[src/rtl/pat_pkg.sv]
// Shared types, widths and command codes for the point affine transform.
// Used by pat_matrix, pat_dot and point_affine_transform.
`default_nettype none

package pat_pkg;

  localparam int FRAC_BITS   = 16;
  localparam int COORD_WIDTH = 32;
  localparam int ROW_COLS    = 4;
  localparam int ROW_COUNT   = 3;
  localparam int ROW_ENTRIES = ROW_COUNT * ROW_COLS;
  localparam int INDEX_WIDTH = 4;

  // A product of two coordinates, the sum of four products, and that sum after the
  // fraction bits are dropped.
  localparam int PROD_WIDTH  = 2 * COORD_WIDTH;
  localparam int SUM_WIDTH   = PROD_WIDTH + 2;
  localparam int SHIFT_WIDTH = SUM_WIDTH - FRAC_BITS;

  localparam int IN_FIELDS_WIDTH = INDEX_WIDTH + 4 * COORD_WIDTH;
  localparam int IN_DATA_WIDTH   = ((IN_FIELDS_WIDTH + 7) / 8) * 8;
  localparam int OUT_DATA_WIDTH  = ((ROW_COUNT * COORD_WIDTH + 7) / 8) * 8;

  localparam logic CMD_LOAD  = 1'b0;
  localparam logic CMD_XFORM = 1'b1;

  typedef logic [COORD_WIDTH-1:0]                  coord_t;
  typedef logic [ROW_COLS-1:0][COORD_WIDTH-1:0]    row_t;
  typedef logic [ROW_ENTRIES-1:0][COORD_WIDTH-1:0] matrix_t;
  typedef logic signed [SHIFT_WIDTH-1:0]           shifted_t;

  typedef struct packed {
    logic s1;
    logic s2;
    logic s3;
  } dot_en_t;

  // True when the shifted sum does not fit a signed coordinate.
  function automatic logic coord_over(input shifted_t v);
    logic [SHIFT_WIDTH-COORD_WIDTH:0] hi;
    hi = v[SHIFT_WIDTH-1:COORD_WIDTH-1];
    return (|hi) && !(&hi);
  endfunction

  function automatic coord_t coord_clamp(input shifted_t v);
    coord_t r;
    if (coord_over(v)) begin
      r = {v[SHIFT_WIDTH-1], {(COORD_WIDTH-1){~v[SHIFT_WIDTH-1]}}};
    end else begin
      r = v[COORD_WIDTH-1:0];
    end
    return r;
  endfunction

endpackage

`default_nettype wire

[src/rtl/pat_matrix.sv]
// Matrix store: top three rows of the 4x4 transform, reset to identity.
// Depends on pat_pkg for widths and types.
`default_nettype none

module pat_matrix (
  input  wire                                clk,
  input  wire                                rst,
  input  wire                                wr_en,
  input  wire  [pat_pkg::INDEX_WIDTH-1:0]    wr_index,
  input  wire  pat_pkg::coord_t              wr_value,
  output pat_pkg::matrix_t                   mat
);
  import pat_pkg::*;

  matrix_t entries;

  always_ff @(posedge clk) begin
    if (rst) begin
      for (int i = 0; i < ROW_ENTRIES; i++) begin
        if (i % (ROW_COLS + 1) == 0) begin
          entries[i] <= COORD_WIDTH'(1) << FRAC_BITS;
        end else begin
          entries[i] <= '0;
        end
      end
    end else if (wr_en && (32'(wr_index) < ROW_ENTRIES)) begin
      // indexes past the last row are dropped
      entries[wr_index] <= wr_value;
    end
  end

  assign mat = entries;

endmodule

`default_nettype wire

[config.mk]
export PLATFORM = sky130hd
export DESIGN_NAME = pat_matrix
export DESIGN_NICKNAME = d
export VERILOG_FILES = /design/src/rtl/pat_pkg.sv /design/src/rtl/pat_matrix.sv
export SDC_FILE = /design/constraint.sdc
export NUM_CORES = 1
export LEC_CHECK = 0
export BUFFER_PORTS_ARGS = -buffer_cell sky130_fd_sc_hd__buf_2
export CORE_UTILIZATION = 56
export CTS_CLUSTER_DIAMETER = 60
export DETAILED_ROUTE_END_ITERATION = 16
export GPL_ROUTABILITY_DRIVEN = 0
export PLACE_DENSITY_LB_ADDON = 0.25
export SKIP_LAST_GASP = 1
export SYNTH_ARGS = -nofsm -noshare
export SYNTH_HDL_FRONTEND = slang
export SYNTH_SLANG_ARGS = --single-unit
export TNS_END_PERCENT = 30
[constraint.sdc]
create_clock -name clk -period 2.15 [get_ports clk]
set_input_delay 0.1075 -clock clk [delete_from_list [all_inputs] [get_ports clk]]
set_output_delay 0.1075 -clock clk [all_outputs]
set_load 0.05 [all_outputs]
==> impl_summary.txt <==
----------------------------------------------------
[Setup path]
  WP buf/inv ... 1
  Top fanout value on the critical path ... 2
  Worst setup path class ... reg -> out
  Cell Chain, Critical Path ... buf_2
  Arrival time of data at the critical path endpoint ... 1.22 ns
  Kind of end point of the critical path ... primary output
  Nature of the critical path startpoint ... flop
  Critical path data required time ... 2.04 ns
  Top cell family by delay on the critical path ... flip-flops
  Cell with the largest stage delay on the worst path ... sky130_fd_sc_hd__dfxtp_1
  Max incr delay on CP ... 0.40 ns

[Layout]
  Post-Route Utilization ... 0.720
  Area of the multi-input gates ... 6590 sq um
  Flip-flop count of the largest register after layout ... 384
  Most common cell after layout, fill and taps aside ... sky130_fd_sc_hd__buf_2
  Fin nets ... 1763
  Flip-flop and latch area ... 7690 sq um
  Top library cells by usage in the layout, fill and taps aside ... sky130_fd_sc_hd__buf_2 (421), sky130_fd_sc_hd__nand2b_1 (413), sky130_fd_sc_hd__mux2i_1 (384), sky130_fd_sc_hd__dfxtp_1 (384), sky130_fd_sc_hd__buf_4 (46)
  P&R area growth vs syn ... 26.1%
  Number of fill cells in the layout ... 1925
  Non-filler cells in the finished layout ... 2089
  Layout cell share with drive strength beyond 1 ... 0.317

[Timing]
  F_max ... 754 MHz
  Final setup viols ... 0
  Period utilisation layout ... 0.617
  Fin. Hold Viols ... 0
  Slew headroom ... 0.448
  Post-Route Setup TNS ... 0 ns
  RSZ-0062 raised after global routing ... false
  Worst clock skew ... 0 ns
  Post-layout minimum cycle time ... 1.33 ns
  Slew Viols, Final ... 0
  Worst slew pin tran ... 0.828 ns

[Floorplan]
  Number of top-level pins ... 423
  Floorplan row count ... 59
  Die area ... 27200 sq um
  Chip width ... 165 um
  Floorplan Core Area ... 26100 sq um
  Vertical die dimension ... 165 um
  Initial Util ... 0.571

[Global route]
  Wire length of the first global-routing pass ... 63400 um
  Total overflow reported by the global router ... 0
  Largest net degree at the start of global routing ... 70
  Number of antenna violations at the first check in global routing ... 1
  Via count of the first global-routing pass ... 10800
  Global-route total usage across every layer ... 0.312

[Logic synthesis]
  Yosys reg bits ... 384
  Post-Syn Nets ... 1364
  Cell count after synthesis ... 1325
  Post-synthesis cell type count ... 20
  Sequential share of the synthesized area ... 0.516
  Avg Inst Size Synth ... 11.2 sq um
  Count of synthesis-stage warnings from yosys ... 0
  Syn Std Cell Area ... 14900 sq um

[CTS]
  CTS Buf Count ... 40
  Root Buffer Master ... sky130_fd_sc_hd__clkbuf_16
  Post-CTS setup repair buffer count ... 0
  Count of hold-fix buffers inserted at cts ... 2
  Number of resized instances in the post-cts repair step ... 0
  Deepest clock path buffer count ... 3
  Clock-pin slew of the registers on the worst-case setup and hold paths ... 0.06 ns
  TritonCTS clock tree ... built
  Clock latency on the worst-skew pair ... 0.52 ns
  H-tree lvl count ... 2
  CTS sink count ... 384

[Route]
  Total wire length ... 43400 um
  Total vias in the final route ... 10900
  Antenna-violating nets left ... 0
  Post-detailed-route via-to-cell ratio ... 5.23
  First-iteration detailed-routing DRC count ... 673
  Detailed-route wire length per cell ... 20.8 um
  DRC ... 0
  Detailed Routing Iterations Pass 1 ... 4

[Place]
  Number of buffers inserted by port buffering ... 422
  Count of placed standard cells including taps ... 2015
  HPWL reported at the end of detailed placement ... 29300 um

[Pwr]
  Maximum vdd drop ... 0.657 mV
  Power consumption ... 16.0 mW
  Power per unit of standard cell area ... 855 nW/um^2
  Static leakage ... 10.5 nW

[Outcome]
  Result of the run ... complete, no violations

[Run]
  Max-cap check violation count ... 0

[Min path]
  Worst hold path class ... in -> reg

----------------------------------------------------
[final cells by class]
cell class | count | share of cell area
repair buffers | 476 | 0.139
multi-input cells | 822 | 0.351
well taps | 335 | 0.0223
clock buffers | 51 | 0.0599
diodes | 1 | 0.000133
flip-flops and latches | 384 | 0.410
clock inverters | 20 | 0.0181
[cells by family (layout without fill, tap and decap cells)]
group,count (synthesis),in the layout,synth area share
muxes,384,384,0.258
buffers and inverters,119,547,0.0422
DFF,384,384,0.516
and+or+nand+nor,438,438,0.183
other,0,1,0
[where the power goes]
part | internal [mW] | switching [mW] | leakage [nW] | total [mW]
combinational | 0.362 | 0.774 | 6.68 | 1.14
sequential | 7.21 | 0.0482 | 3.10 | 7.25
clock | 4.78 | 2.86 | 0.721 | 7.65
[stage by stage]
step	area (sq um)	worst slack [ns]	hold slack, ns
5_1_grt	18800	0.816	0.0627
2_1_floorplan	14900	1.02	0.288
6_report	18800	0.824	0.0551
3_3_place_gp	17300	0.569	0.400
3_5_place_dp	17300	0.572	0.423
4_1_cts	18800	0.833	0.0388
[synth_stat cells, drive strengths merged]
cell    count  area (sq um)
and3        1          6.26
nand2b    413          2580
nor2b       2          12.5
and2        2          15.0
dfxtp     384          7690
mux2i     384          3840
clkbuf     62           234
nand2      12          57.6
nor2        5          21.3
and3b       2          17.5
nor3b       1          12.5
buf        57           394
[worst min-delay path, stage by stage]
cell                       delay (ns)
sky130_fd_sc_hd__buf_2           0.08
sky130_fd_sc_hd__nand2b_1        0.06
sky130_fd_sc_hd__buf_4           0.17
sky130_fd_sc_hd__mux2i_1         0.11
[path summary, 6_finish.rpt]
kind           startpoint        to  slack (ns)  depth (start not counted)
max              mat[235]  mat[235]        0.82                          1
min          wr_value[13]  mat[173]        0.06                          4
max reg2reg      mat[122]  mat[122]        1.44                          2
min reg2reg       mat[52]   mat[52]        0.47                          2
[routing by layer]
layer  part of all wire  wire length, um  vias up  global-route usage
met4              0.051             2220        0               0.157
met3              0.076             3300      116              0.0791
li1                   -                -     5123                   -
met1               0.41            17900     5269               0.382
met5                  0                0        -                   0
met2               0.46            19900      414               0.507
(Power assumes the default switching activity.)
